[src/hw/rtl/sps_pkg.sv]
// Shared types and constants of the servo pulse angle slew block.
// Depends on nothing.
package sps_pkg;

  localparam int TIMESTAMP_BITS_DEF = 63;
  localparam int WORD_BITS          = 17;
  localparam int WIDTH_US_BITS      = 16;
  localparam int ANGLE_BITS         = 8;
  localparam int CFG_INDEX_BITS     = 8;
  localparam int CFG_DATA_BITS      = 8;
  localparam int ELAPSED_BITS       = 22;

  localparam logic [ANGLE_BITS-1:0]    ANGLE_CEIL        = 8'd180;
  localparam logic [ANGLE_BITS-1:0]    SLEW_STEP_RESET   = 8'd5;
  localparam logic [ANGLE_BITS-1:0]    ANGLE_LIMIT_RESET = 8'd180;
  localparam logic [ELAPSED_BITS-1:0]  ELAPSED_SAT       = 22'd4000000;
  localparam logic [ELAPSED_BITS-1:0]  NS_PER_MS         = 22'd1000000;
  localparam logic [WIDTH_US_BITS-1:0] US_PER_MS         = 16'd1000;

  // floor(y / 15625) = (y * NS_RECIP) >> NS_SHIFT for y < 2**23
  localparam logic [23:0] NS_RECIP = 24'd8796094;
  localparam int          NS_SHIFT = 37;
  // floor(y / 25) = (y * US_RECIP) >> US_SHIFT for y < 2**18
  localparam logic [18:0] US_RECIP = 19'd335545;
  localparam int          US_SHIFT = 23;

  typedef enum logic [CFG_INDEX_BITS-1:0] {
    REG_SLEW_STEP   = 8'd0,
    REG_ANGLE_LIMIT = 8'd1
  } cfg_reg_t;

  typedef struct packed {
    logic [ANGLE_BITS-1:0] slew_step;
    logic [ANGLE_BITS-1:0] angle_limit;
  } cfg_t;

endpackage

[src/hw/rtl/sps_if.sv]
// Channel interfaces of the servo pulse angle slew block: events, results, config.
// Depends on sps_pkg.
interface sps_evt_if #(
  parameter int TIMESTAMP_BITS = sps_pkg::TIMESTAMP_BITS_DEF
);
  logic                           valid;
  logic                           ready;
  logic [sps_pkg::WORD_BITS-1:0]  level_word;
  logic [TIMESTAMP_BITS-1:0]      timestamp_ns;

  modport source (output valid, level_word, timestamp_ns, input ready);
  modport sink   (input valid, level_word, timestamp_ns, output ready);
endinterface

interface sps_res_if;
  logic                           valid;
  logic                           ready;
  logic [sps_pkg::ANGLE_BITS-1:0] angle;
  logic [sps_pkg::ANGLE_BITS-1:0] target_angle;
  logic                           angle_changed;
  logic                           event_taken;

  modport source (output valid, angle, target_angle, angle_changed, event_taken,
                  input ready);
  modport sink   (input valid, angle, target_angle, angle_changed, event_taken,
                  output ready);
endinterface

interface sps_cfg_if;
  logic                               valid;
  logic                               ready;
  logic [sps_pkg::CFG_INDEX_BITS-1:0] index;
  logic [sps_pkg::CFG_DATA_BITS-1:0]  data;

  modport source (output valid, index, data, input ready);
  modport sink   (input valid, index, data, output ready);
endinterface

[src/hw/rtl/sps_cfg_regs.sv]
// Configuration registers: slew step and angle limit.
// Depends on sps_pkg and sps_cfg_if.
module sps_cfg_regs (
  input  logic           clk,
  input  logic           rst,
  sps_cfg_if.sink        cfg,
  output sps_pkg::cfg_t  regs
);

  assign cfg.ready = 1'b1;

  always_ff @(posedge clk) begin
    if (rst) begin
      regs.slew_step   <= sps_pkg::SLEW_STEP_RESET;
      regs.angle_limit <= sps_pkg::ANGLE_LIMIT_RESET;
    end else if (cfg.valid) begin
      case (cfg.index)
        sps_pkg::REG_SLEW_STEP:   regs.slew_step   <= cfg.data;
        sps_pkg::REG_ANGLE_LIMIT: regs.angle_limit <= cfg.data;
        default: ;
      endcase
    end
  end

endmodule

[src/hw/rtl/sps_target.sv]
// Target angle from the pulse that just ended, commanded or measured, clamped.
// Depends on sps_pkg.
module sps_target #(
  parameter int TIMESTAMP_BITS = sps_pkg::TIMESTAMP_BITS_DEF
) (
  input  logic [sps_pkg::WORD_BITS-1:0]  last_word,
  input  logic [TIMESTAMP_BITS-1:0]      last_edge_time,
  input  logic [TIMESTAMP_BITS-1:0]      now,
  input  logic [sps_pkg::ANGLE_BITS-1:0] angle_limit,
  output logic [sps_pkg::ANGLE_BITS-1:0] target
);

  localparam logic [TIMESTAMP_BITS-1:0] SAT_TS = TIMESTAMP_BITS'(sps_pkg::ELAPSED_SAT);

  logic [TIMESTAMP_BITS-1:0]          elapsed;
  logic [sps_pkg::ELAPSED_BITS-1:0]   elapsed_sat;
  logic [sps_pkg::ELAPSED_BITS-1:0]   ns_excess;
  logic [28:0]                        ns_scaled;
  logic [46:0]                        ns_prod;
  logic [sps_pkg::WIDTH_US_BITS-1:0]  width_us;
  logic [sps_pkg::WIDTH_US_BITS-1:0]  us_excess;
  logic [19:0]                        us_scaled;
  logic [36:0]                        us_prod;
  logic [13:0]                        deg;
  logic [sps_pkg::ANGLE_BITS-1:0]     lim;

  always_comb begin
    elapsed     = (now >= last_edge_time) ? now - last_edge_time : '0;
    elapsed_sat = (elapsed > SAT_TS) ? sps_pkg::ELAPSED_SAT
                                     : elapsed[sps_pkg::ELAPSED_BITS-1:0];
    ns_excess   = (elapsed_sat > sps_pkg::NS_PER_MS) ? elapsed_sat - sps_pkg::NS_PER_MS : '0;
    ns_scaled   = (29'(ns_excess) << 6) + (29'(ns_excess) << 4) + (29'(ns_excess) << 3)
                + (29'(ns_excess) << 1);
    ns_prod     = 47'(ns_scaled[28:6]) * 47'(sps_pkg::NS_RECIP);

    width_us    = last_word[sps_pkg::WORD_BITS-1:1];
    us_excess   = (width_us > sps_pkg::US_PER_MS) ? width_us - sps_pkg::US_PER_MS : '0;
    us_scaled   = (20'(us_excess) << 3) + 20'(us_excess);
    us_prod     = 37'(us_scaled[19:2]) * 37'(sps_pkg::US_RECIP);

    if (width_us != '0) begin
      deg = us_prod[36:sps_pkg::US_SHIFT];
    end else begin
      deg = 14'(ns_prod[46:sps_pkg::NS_SHIFT]);
    end

    lim    = (angle_limit > sps_pkg::ANGLE_CEIL) ? sps_pkg::ANGLE_CEIL : angle_limit;
    target = (deg > 14'(lim)) ? lim : deg[sps_pkg::ANGLE_BITS-1:0];
  end

endmodule

[src/hw/rtl/sps_slew.sv]
// Slew limiter: move the current angle toward the target by at most one step.
// Depends on sps_pkg.
module sps_slew (
  input  logic [sps_pkg::ANGLE_BITS-1:0] current,
  input  logic [sps_pkg::ANGLE_BITS-1:0] target,
  input  logic [sps_pkg::ANGLE_BITS-1:0] step,
  output logic [sps_pkg::ANGLE_BITS-1:0] next
);

  always_comb begin
    if (target > current && (target - current) > step) begin
      next = current + step;
    end else if (current > target && (current - target) > step) begin
      next = current - step;
    end else begin
      next = target;
    end
  end

endmodule

[src/hw/rtl/servo_pulse_angle_slew.sv]
// Top level of the servo pulse angle slew block: input register, decode, result register.
// Depends on sps_pkg, sps_if, sps_cfg_regs, sps_target and sps_slew.
//
//   channel  dir  payload
//   evt      in   level_word, timestamp_ns
//   res      out  angle, target_angle, angle_changed, event_taken
//   cfg      in   index, data (slew_step = 0, angle_limit = 1)
//
// One event per cycle while the result is not stalled; an accepted event is registered in the
// input register, decoded, and registered again in the result register.
// State (last word, last edge time, angle) updates as an event leaves the input register.
// A stalled result holds both registers; evt.ready drops only when both are full.
// Reset is synchronous; it clears state and valid flags and loads the config reset values.
module servo_pulse_angle_slew #(
  parameter int TIMESTAMP_BITS = sps_pkg::TIMESTAMP_BITS_DEF
) (
  input  logic      clk,
  input  logic      rst,
  sps_evt_if.sink   evt,
  sps_res_if.source res,
  sps_cfg_if.sink   cfg
);

  sps_pkg::cfg_t                  regs;

  logic                           s1_valid;
  logic [sps_pkg::WORD_BITS-1:0]  s1_word;
  logic [TIMESTAMP_BITS-1:0]      s1_time;

  logic [sps_pkg::WORD_BITS-1:0]  last_word;
  logic [TIMESTAMP_BITS-1:0]      last_edge_time;
  logic [sps_pkg::ANGLE_BITS-1:0] current_angle;

  logic                           advance;
  logic                           fire;
  logic                           taken;
  logic                           fall;
  logic                           changed;
  logic [sps_pkg::ANGLE_BITS-1:0] tgt;
  logic [sps_pkg::ANGLE_BITS-1:0] slewed;
  logic [sps_pkg::ANGLE_BITS-1:0] current_angle_next;

  sps_cfg_regs u_cfg (
    .clk  (clk),
    .rst  (rst),
    .cfg  (cfg),
    .regs (regs)
  );

  sps_target #(.TIMESTAMP_BITS(TIMESTAMP_BITS)) u_target (
    .last_word      (last_word),
    .last_edge_time (last_edge_time),
    .now            (s1_time),
    .angle_limit    (regs.angle_limit),
    .target         (tgt)
  );

  sps_slew u_slew (
    .current (current_angle),
    .target  (tgt),
    .step    (regs.slew_step),
    .next    (slewed)
  );

  always_comb begin
    advance            = !res.valid || res.ready;
    fire               = s1_valid && advance;
    taken              = s1_word != last_word;
    fall               = taken && !s1_word[0];
    changed            = fall && (tgt != current_angle);
    current_angle_next = changed ? slewed : current_angle;
  end

  assign evt.ready = !s1_valid || advance;

  always_ff @(posedge clk) begin
    if (rst) begin
      s1_valid <= 1'b0;
    end else if (evt.ready) begin
      s1_valid <= evt.valid;
    end
  end

  always_ff @(posedge clk) begin
    if (evt.ready && evt.valid) begin
      s1_word <= evt.level_word;
      s1_time <= evt.timestamp_ns;
    end
  end

  always_ff @(posedge clk) begin
    if (rst) begin
      last_word      <= '0;
      last_edge_time <= '0;
      current_angle  <= '0;
    end else if (fire) begin
      current_angle <= current_angle_next;
      if (taken) begin
        last_word      <= s1_word;
        last_edge_time <= s1_time;
      end
    end
  end

  always_ff @(posedge clk) begin
    if (rst) begin
      res.valid <= 1'b0;
    end else if (advance) begin
      res.valid <= s1_valid;
    end
  end

  always_ff @(posedge clk) begin
    if (fire) begin
      res.angle         <= current_angle_next;
      res.target_angle  <= fall ? tgt : '0;
      res.angle_changed <= changed;
      res.event_taken   <= taken;
    end
  end

endmodule

[src/flat_wrapper.sv]
// flat-port wrapper written by rule: the top's interface ports become plain ports
module servo_pulse_angle_slew_flat 
#(
  parameter int TIMESTAMP_BITS = sps_pkg::TIMESTAMP_BITS_DEF
)
  (clk, rst, evt_valid, evt_level_word, evt_timestamp_ns, evt_ready, res_valid, res_angle, res_target_angle, res_angle_changed, res_event_taken, res_ready, cfg_valid, cfg_index, cfg_data, cfg_ready);
  sps_evt_if #(.TIMESTAMP_BITS(TIMESTAMP_BITS)) evt_i ();
  sps_res_if res_i ();
  sps_cfg_if cfg_i ();
  input  logic clk;
  input  logic rst;
  input wire logic [$bits(evt_i.valid)-1:0] evt_valid;
  input wire logic [$bits(evt_i.level_word)-1:0] evt_level_word;
  input wire logic [$bits(evt_i.timestamp_ns)-1:0] evt_timestamp_ns;
  output wire logic [$bits(evt_i.ready)-1:0] evt_ready;
  output wire logic [$bits(res_i.valid)-1:0] res_valid;
  output wire logic [$bits(res_i.angle)-1:0] res_angle;
  output wire logic [$bits(res_i.target_angle)-1:0] res_target_angle;
  output wire logic [$bits(res_i.angle_changed)-1:0] res_angle_changed;
  output wire logic [$bits(res_i.event_taken)-1:0] res_event_taken;
  input wire logic [$bits(res_i.ready)-1:0] res_ready;
  input wire logic [$bits(cfg_i.valid)-1:0] cfg_valid;
  input wire logic [$bits(cfg_i.index)-1:0] cfg_index;
  input wire logic [$bits(cfg_i.data)-1:0] cfg_data;
  output wire logic [$bits(cfg_i.ready)-1:0] cfg_ready;
  assign evt_i.valid = evt_valid;
  assign evt_i.level_word = evt_level_word;
  assign evt_i.timestamp_ns = evt_timestamp_ns;
  assign evt_ready = evt_i.ready;
  assign res_valid = res_i.valid;
  assign res_angle = res_i.angle;
  assign res_target_angle = res_i.target_angle;
  assign res_angle_changed = res_i.angle_changed;
  assign res_event_taken = res_i.event_taken;
  assign res_i.ready = res_ready;
  assign cfg_i.valid = cfg_valid;
  assign cfg_i.index = cfg_index;
  assign cfg_i.data = cfg_data;
  assign cfg_ready = cfg_i.ready;
  servo_pulse_angle_slew #(.TIMESTAMP_BITS(TIMESTAMP_BITS)) u_core (.clk(clk), .rst(rst), .evt(evt_i), .res(res_i), .cfg(cfg_i));
endmodule
[config.mk]
export PLATFORM = sky130hd
export DESIGN_NAME = servo_pulse_angle_slew_flat
export DESIGN_NICKNAME = d
export VERILOG_FILES = /design/src/hw/rtl/sps_pkg.sv /design/src/hw/rtl/sps_if.sv /design/src/hw/rtl/sps_cfg_regs.sv /design/src/hw/rtl/sps_target.sv /design/src/hw/rtl/sps_slew.sv /design/src/hw/rtl/servo_pulse_angle_slew.sv /design/src/flat_wrapper.sv
export SDC_FILE = /design/constraint.sdc
export NUM_CORES = 2
export LEC_CHECK = 0
export ABC_AREA = 0
export BUFFER_PORTS_ARGS = -buffer_cell sky130_fd_sc_hd__buf_2
export CAP_MARGIN = 20
export CORE_MARGIN = 4
export CORE_UTILIZATION = 60
export DETAILED_ROUTE_END_ITERATION = 12
export PLACE_DENSITY_LB_ADDON = 0.08
export SYNTH_ARGS = -nofsm -noshare
export SYNTH_HDL_FRONTEND = slang
export SYNTH_HIERARCHICAL = 1
export SYNTH_SLANG_ARGS = --single-unit
[constraint.sdc]
create_clock -name clk -period 25 [get_ports clk]
set_input_delay 2.5 -clock clk [delete_from_list [all_inputs] [get_ports clk]]
set_output_delay 2.5 -clock clk [all_outputs]
set_load 0.05 [all_outputs]
=== Yosys cells after proc, flatten, opt, wreduce, memory -nomap -nowiden ===
Cells that the tools add are included.

* Flip-flop bits (word level): 204
* Bits of input ports: 101

* Reduce and logical (&&, ||, !) cells: 16
* $mul: 2
* Equal/unequal tests: 3
* $lt $le $gt $ge: 10
* $add $sub $neg: 11
* Muxes and demuxes: 10

{| class="wikitable"
|+ Operators by type and width
! cell !! number
|-
| greater-or-equal comparator 63 bit || 1
|-
| > comparator 63 x 22 -> 1 bit, second input constant || 1
|-
| 2-to-1 mux 63 bit || 1
|-
| subtractor 63 bit || 1
|-
| multiplier 23 x 23 -> 46 bit, second input constant || 1
|-
| 2-to-1 mux 22 bit || 2
|-
| 2-to-1 mux 8 bit || 5
|-
| multiplier 18 x 19 -> 37 bit, second input constant || 1
|-
| > comparator 8 bit || 4
|-
| adder 28 x 26 -> 29 bit || 1
|-
| adder 29 x 23 -> 29 bit || 1
|-
| adder 29 x 25 -> 29 bit || 1
|-
| subtractor 8 bit || 3
|-
| > comparator 22 x 20 -> 1 bit, second input constant || 1
|-
| subtractor 22 x 20 -> 22 bit, second input constant || 1
|-
| adder 19 x 16 -> 20 bit || 1
|-
| inequality test 17 bit || 1
|-
| > comparator 16 x 10 -> 1 bit, second input constant || 1
|-
| 2-to-1 mux 16 bit || 1
|-
| nonzero test 16 bit || 1
|-
| subtractor 16 x 10 -> 16 bit, second input constant || 1
|-
| > comparator 14 x 8 -> 1 bit || 1
|-
| 2-to-1 mux 14 bit || 1
|-
| adder 8 bit || 1
|-
| 8 further kinds || 18
|}

=== Longest topological paths before layout ===
* Depth after elaboration: 19
* Mapped depth: 109
* Mapped depth without buffers: 108

=== Modules after synthesis ===
Netlist, hierarchy kept.

{| class="wikitable"
|+ Modules (own cells, without submodules)
! module !! area each (µm²) !! cells each !! sequential area each (µm²) !! times used
|-
| sps_target || 24389.6 || 2938 || 0.0 || 1
|-
| servo_pulse_angle_slew || 7478.4 || 547 || 4744.6 || 1
|-
| sps_slew || 1861.8 || 237 || 0.0 || 1
|-
| sps_cfg_regs || 708.2 || 74 || 320.3 || 1
|}

=== Least setup slack after synthesis ===
OpenSTA, ideal clock, no wires.

* Path kind: reg-to-reg
* Start point: reg u_core.s1_time[0]
* End point: reg u_core.res.angle[2], data pin
* Arrival time: 21365 ps
* Stages on the path, launching flop included: 98
* Setup time: 260 ps
* Required time: 24740 ps
* Slack: 3375 ps
* Cell sequence: edfxtp_1 -> inv_1 -> ha_1 -> fa_1 -> nand2b_1 -> a211o_1 -> a211o_1 -> a31oi_4 -> o211ai_1 -> a21oi_1 -> nand4_1 -> or4_1 -> nor3_1 -> nand4_1 -> or3_1 -> buf_2 -> nor2_2 -> nand2_1 -> (+62 left out) -> o22ai_2 -> mux2_2 -> inv_1 -> ha_1 -> nor2b_1 -> o21ai_0 -> a21boi_0 -> o21ai_0 -> nor2b_1 -> xnor2_1 -> ha_1 -> nand4_1 -> a31oi_1 -> or3_4 -> a211oi_4 -> a221oi_1 -> o22a_1 -> mux2_4

* Word-level cells in the longest chain between the ends: 19
* Elaborated cells on any way between the ends: 28
* Those cells by class: add/sub (7); mul (1); order compare (8); eq/ne (1); mux (8); reduce/logical (3)

{| class="wikitable"
|+ Ends and longest elaborated chain
! element !! line !! source
|-
| start, declared || servo_pulse_angle_slew.sv:28 || <nowiki>logic [TIMESTAMP_BITS-1:0] s1_time;</nowiki>
|-
| start signal, assigned || servo_pulse_angle_slew.sv:87 || <nowiki>s1_time <= evt.timestamp_ns;</nowiki>
|-
| subtractor 63 bit / greater-or-equal comparator 63 bit (equally long branches) || sps_target.sv:28 || <nowiki>elapsed = (now >= last_edge_time) ? now - last_edge_time : '0;</nowiki>
|-
| 2-to-1 mux 63 bit * || sps_target.sv:28 ||
|-
| > comparator 63 x 22 -> 1 bit || sps_target.sv:29 || <nowiki>elapsed_sat = (elapsed > SAT_TS) ? sps_pkg::ELAPSED_SAT</nowiki>
|-
| 2-to-1 mux 22 bit * || sps_target.sv:29 ||
|-
| subtractor 22 x 20 -> 22 bit / > comparator 22 x 20 -> 1 bit (equally long branches) || sps_target.sv:31 || <nowiki>ns_excess = (elapsed_sat > sps_pkg::NS_PER_MS) ? elapsed_sat - sps_pkg::NS_PER_MS : '0;</nowiki>
|-
| 2-to-1 mux 22 bit * || sps_target.sv:31 ||
|-
| adder 28 x 26 -> 29 bit || sps_target.sv:32 || <nowiki>ns_scaled = (29'(ns_excess) << 6) + (29'(ns_excess) << 4) + (29'(ns_excess) << 3)</nowiki>
|-
| adder 29 x 25 -> 29 bit || sps_target.sv:32 ||
|-
| (+5 left out) || - ||
|-
| net u_core.tgt (one bit) || servo_pulse_angle_slew.sv:39 || <nowiki>logic [sps_pkg::ANGLE_BITS-1:0] tgt;</nowiki>
|-
| subtractor 8 bit || sps_slew.sv:13 || <nowiki>end else if (current > target && (current - target) > step) begin</nowiki>
|-
| > comparator 8 bit || sps_slew.sv:13 ||
|-
| logical AND 1 bit || sps_slew.sv:13 ||
|-
| 2-to-1 mux 8 bit || sps_slew.sv:13 ||
|-
| 2-to-1 mux 8 bit * || sps_slew.sv:11 || <nowiki>if (target > current && (target - current) > step) begin</nowiki>
|-
| net u_core.slewed (one bit) || servo_pulse_angle_slew.sv:40 || <nowiki>logic [sps_pkg::ANGLE_BITS-1:0] slewed;</nowiki>
|-
| 2-to-1 mux 8 bit * || servo_pulse_angle_slew.sv:71 || <nowiki>current_angle_next = changed ? slewed : current_angle;</nowiki>
|-
| net u_core.current_angle_next (one bit) || servo_pulse_angle_slew.sv:41 || <nowiki>logic [sps_pkg::ANGLE_BITS-1:0] current_angle_next;</nowiki>
|-
| end signal, assigned || servo_pulse_angle_slew.sv:115 || <nowiki>res.angle <= current_angle_next;</nowiki>
|-
| end, declared || sps_if.sv:23 || <nowiki>modport source (output valid, angle, target_angle, angle_changed, event_taken,</nowiki>
|}

Mark *: on every way through the listed nets, which the timed path passes. The rest lies on a longest branch.
A chain may end at the register's enable or synchronous reset.

=== Worst setup path in the final report ===
* Start point: reg u_core.s1_time[0]
* End point: reg u_core.res.angle[5], data pin

The elaborated chain is that of the path after synthesis.

==> results_tabular.tex <==
\begin{tabular}{lr}
\hline
Metric & Value \\
\hline
\multicolumn{2}{l}{\textbf{Timing}} \\
\quad Measured slew at the worst slew-check pin & 1.004 ns \\
\quad Final hold viol count & 0 \\
\quad Worst rel slew slack & 0.3257 \\
\quad Total of endpoints with negative setup slack in the final report & 0 \\
\quad Crit path time final & 23.58 ns \\
\quad Fin Clk Skew & 0.01263 ns \\
\quad Sum of negative setup slack & 0 ns \\
\quad Number of pins with negative max-slew slack in the final report & 0 \\
\quad Crit share post-route & 0.9431 \\
\quad Fmax achieved & 42.42 MHz \\
\multicolumn{2}{l}{\textbf{Cells and area}} \\
\quad Synthesis-to-layout area growth & 6.351\% \\
\quad Final Core Density & 0.6470 \\
\quad Ant diodes & 0 \\
\quad Number of nets at the end of the flow & 4873 \\
\quad Layout cells sized above 1 & 0.07916 \\
\multicolumn{2}{l}{\textbf{Placed design}} \\
\quad DP Wirelength & 69260 microns \\
\quad Gpl congestion & 0.9841 \\
\quad Count of input and output buffers & 120 \\
\multicolumn{2}{l}{\textbf{Setup path}} \\
\quad WP data arrival & 23.86 ns \\
\quad Setup slack, reg-to-reg & 1.42 ns \\
\quad Beginning of the worst register-to-register path & u\_core/s1\_time[0]\$\_DFFE\_PP\_ \\
\quad CP max-delay cell & sky130\_fd\_sc\_hd\_\_fa\_1 \\
\quad Top delay family on crit path & compound AO/OA/AOI/OAI gates \\
\quad Kind of capture point of the worst setup path & flop \\
\quad Crit path launch & u\_core/s1\_time[0]\$\_DFFE\_PP\_ \\
\quad Most numerous cell on the critical path & sky130\_fd\_sc\_hd\_\_ha\_1 \\
\quad Number of buffer and inverter stages on the critical path & 9 \\
\quad Element type at the critical path start & flop \\
\quad Required time of the critical path & 25.29 ns \\
\quad R2R depth & 104 \\
\quad Critical path peak fanout & 10 \\
\quad Biggest cell delay along the critical path & 0.54 ns \\
\quad Kind of critical path & reg -> reg \\
\quad Worst r2r dst & u\_core/res.angle[5]\$\_DFFE\_PP\_ \\
\multicolumn{2}{l}{\textbf{Min path}} \\
\quad Path type of the worst min-delay path & reg -> reg \\
\quad WHS Endpoint & u\_core/last\_edge\_time[31]\$\_SDFFE\_PP0P\_ \\
\quad Number of cells traversed by the worst hold path & 2 \\
\quad Hold Crit Start & u\_core/last\_edge\_time[31]\$\_SDFFE\_PP0P\_ \\
\multicolumn{2}{l}{\textbf{Yosys}} \\
\quad Fraction of post-synthesis cell area in the top cell type by area & 0.2122 \\
\quad Net count after synthesis & 4794 \\
\quad Most frequently used flop master after synthesis & sky130\_fd\_sc\_hd\_\_dfxtp\_1 \\
\quad Post-synthesis async set-or-reset flop share & 0 \\
\quad Number of flip-flops and latches in the synthesized netlist & 204 \\
\quad Seq/Total Area, Yosys & 0.1471 \\
\quad Number of enable flip-flop cells after synthesis & 98 \\
\quad Cell count after synthesis & 3796 \\
\quad Largest cells by area after synthesis & sky130\_fd\_sc\_hd\_\_fa\_1 21\%, sky130\_fd\_sc\_hd\_\_ha\_1 19\%, sky130\_fd\_sc\_hd\_\_inv\_1 8.6\% \\
\quad Post-synth cell types & 110 \\
\quad Top-count cell post-synth & sky130\_fd\_sc\_hd\_\_inv\_1 \\
\quad Post-synthesis instance area & 0.03444 sq mm \\
\quad Largest area contributor in the synthesized netlist & sky130\_fd\_sc\_hd\_\_fa\_1 \\
\quad Warnings from Yosys & 6 \\
\quad Average cell area after synthesis & 9.072 sq um \\
\quad Most frequent cells after synthesis & 787 x sky130\_fd\_sc\_hd\_\_inv\_1, 532 x sky130\_fd\_sc\_hd\_\_ha\_1, 365 x sky130\_fd\_sc\_hd\_\_fa\_1 \\
\multicolumn{2}{l}{\textbf{Clock tree}} \\
\quad Cts bufs inserted & 22 \\
\quad Clock transition at the register clock pins on the worst setup and hold paths after CTS & 0.06 ns \\
\quad Largest buffer count on any clock path & 3 \\
\quad Cts hold-fix bufs & 0 \\
\quad TritonCTS clock tree & done \\
\quad CTS sink count & 204 \\
\quad Clk root buf & sky130\_fd\_sc\_hd\_\_clkbuf\_16 \\
\quad Max H-tree Level & 1 \\
\quad Skew-Pair Late Insertion Delay & 0.54 ns \\
\multicolumn{2}{l}{\textbf{Floorplan}} \\
\quad Die Outline Area & 0.06129 sq mm \\
\quad DIE HEIGHT & 247.6 microns \\
\quad Core box area & 0.05660 sq mm \\
\quad Initial cell density of the core & 0.6084 \\
\quad Count of boundary I/O pins & 122 \\
\quad Standard-cell rows & 87 \\
\quad Horizontal die dimension & 247.6 microns \\
\multicolumn{2}{l}{\textbf{Global route}} \\
\quad Pin count of the biggest net entering global routing & 116 \\
\quad Wire length of the first global-routing pass & 135500 microns \\
\quad Via count of the first global-routing pass & 26400 \\
\quad Initial antenna violation count & 0 \\
\quad GRT Util Overall & 0.2716 \\
\quad Congestion Overflow GR & 0 \\
\multicolumn{2}{l}{\textbf{Drt}} \\
\quad Sum of routed wire length over all layers & 82410 microns \\
\quad Routed Antenna Nets & 0 \\
\quad Via Count & 26190 \\
\quad DRC violations left & 0 \\
\quad 1st-pass router iterations & 6 \\
\quad Starting DRT DRC Count & 1766 \\
\quad Avg Vias per Cell & 5.636 \\
\quad Average routed wire per standard cell & 17.73 microns \\
\multicolumn{2}{l}{\textbf{Flow run}} \\
\quad Max-Cap Viols & 0 \\
\multicolumn{2}{l}{\textbf{Outcome}} \\
\quad Result of the run & finished clean \\
\hline
\end{tabular}
[layout make-up]
type	instances	area [sq um]
inverters	791	2969
clock buffers	26	596.8
fillers	4894	19980
multi-input cells	2696	26000
flip-flops and latches	204	5065
clock inverters	14	146.4
well taps	756	945.9
repair buffers	160	899.6
[per-layer routing]
metal	global-route usage	share of wire
met4	0.06322	0.024
met2	0.4523	0.46
met1	0.3817	0.46
met3	0.03241	0.055
met5	0	0
[kinds of logic after synthesis]
| logic type | after synthesis | synth area share |
|---|---|---|
| fa+ha+maj | 899 | 0.4060 |
| buf+inv | 896 | 0.1015 |
| simple gates | 879 | 0.1381 |
| compound gates | 606 | 0.1208 |
| flops | 204 | 0.1471 |
| xor+xnor | 181 | 0.04701 |
| mux | 130 | 0.03942 |
| other cells | 1 | 0.0001089 |
[registers in the layout, indices dropped and copies added (netlist names)]
| name | cells |
|---|---|
| u_core/s1_valid | 1 |
| u_core/current_angle | 8 |
| u_core/res.angle | 8 |
| u_core/last_word | 17 |
| u_core/res.event_taken | 1 |
| u_core/res.angle_changed | 1 |
| u_core/res.target_angle | 8 |
| u_core/res.valid | 1 |
| u_core/s1_time | 63 |
| u_core/u_cfg/regs | 16 |
| u_core/s1_word | 17 |
| u_core/last_edge_time | 63 |
[cells in the final DEF, fill, tap and decap left out, drive strengths merged, types with 25 or more instances in the layout]
cell type  netlist  final
dfxtp          106    106
mux2i          109    109
nand4           68     68
xnor2          122    122
a21o            50     50
o21a            25     25
nand3           34     34
o21bai          30     30
buf             38    160
nand2          164    164
inv            791    792
o21ai          107    107
fa             365    365
a21oi          197    197
nand2b         211    211
ha             532    532
clkbuf          67     26
edfxtp          98     98
nor2           167    167
nor3            58     58
xor2            59     59
[tightest hold or removal path: stages, from the launching register on]
cell,delay (ns)
sky130_fd_sc_hd__dfxtp_1,0.31
sky130_fd_sc_hd__nand2b_1,0.06
sky130_fd_sc_hd__mux2i_1,0.05
[what timing repair did]
item,CTS,global route
resized for setup,0,25
setup endpoints to repair,0,16
buffers inserted,0,7
[worst max path at each step]
stage                                          endpoint  depth (start not counted)
after CTS                 u_core/res.angle[5]$_DFFE_PP_                         96
after detailed placement  u_core/res.angle[5]$_DFFE_PP_                         96
after floorplan           u_core/res.angle[2]$_DFFE_PP_                         97
final                     u_core/res.angle[5]$_DFFE_PP_                        104
after global placement    u_core/res.angle[2]$_DFFE_PP_                        101
after global routing      u_core/res.angle[5]$_DFFE_PP_                        103
[through the flow]
stage,hold slack [ns],cell area [sq um],cells,worst slack (ns)
floorplan,0.4487,34440,3796,3.375
global placement,0.4578,35710,4598,0.7505
detailed placement,0.4619,35710,4599,0.3023
CTS,0.4747,36460,4639,0.2085
global route,0.4899,36630,4647,-0.07465
finish,0.4692,36630,4647,1.424
Power is left out: the tool's default activity adds up to more than one toggle a clock period on the data nets, which glitch-free logic cannot reach.
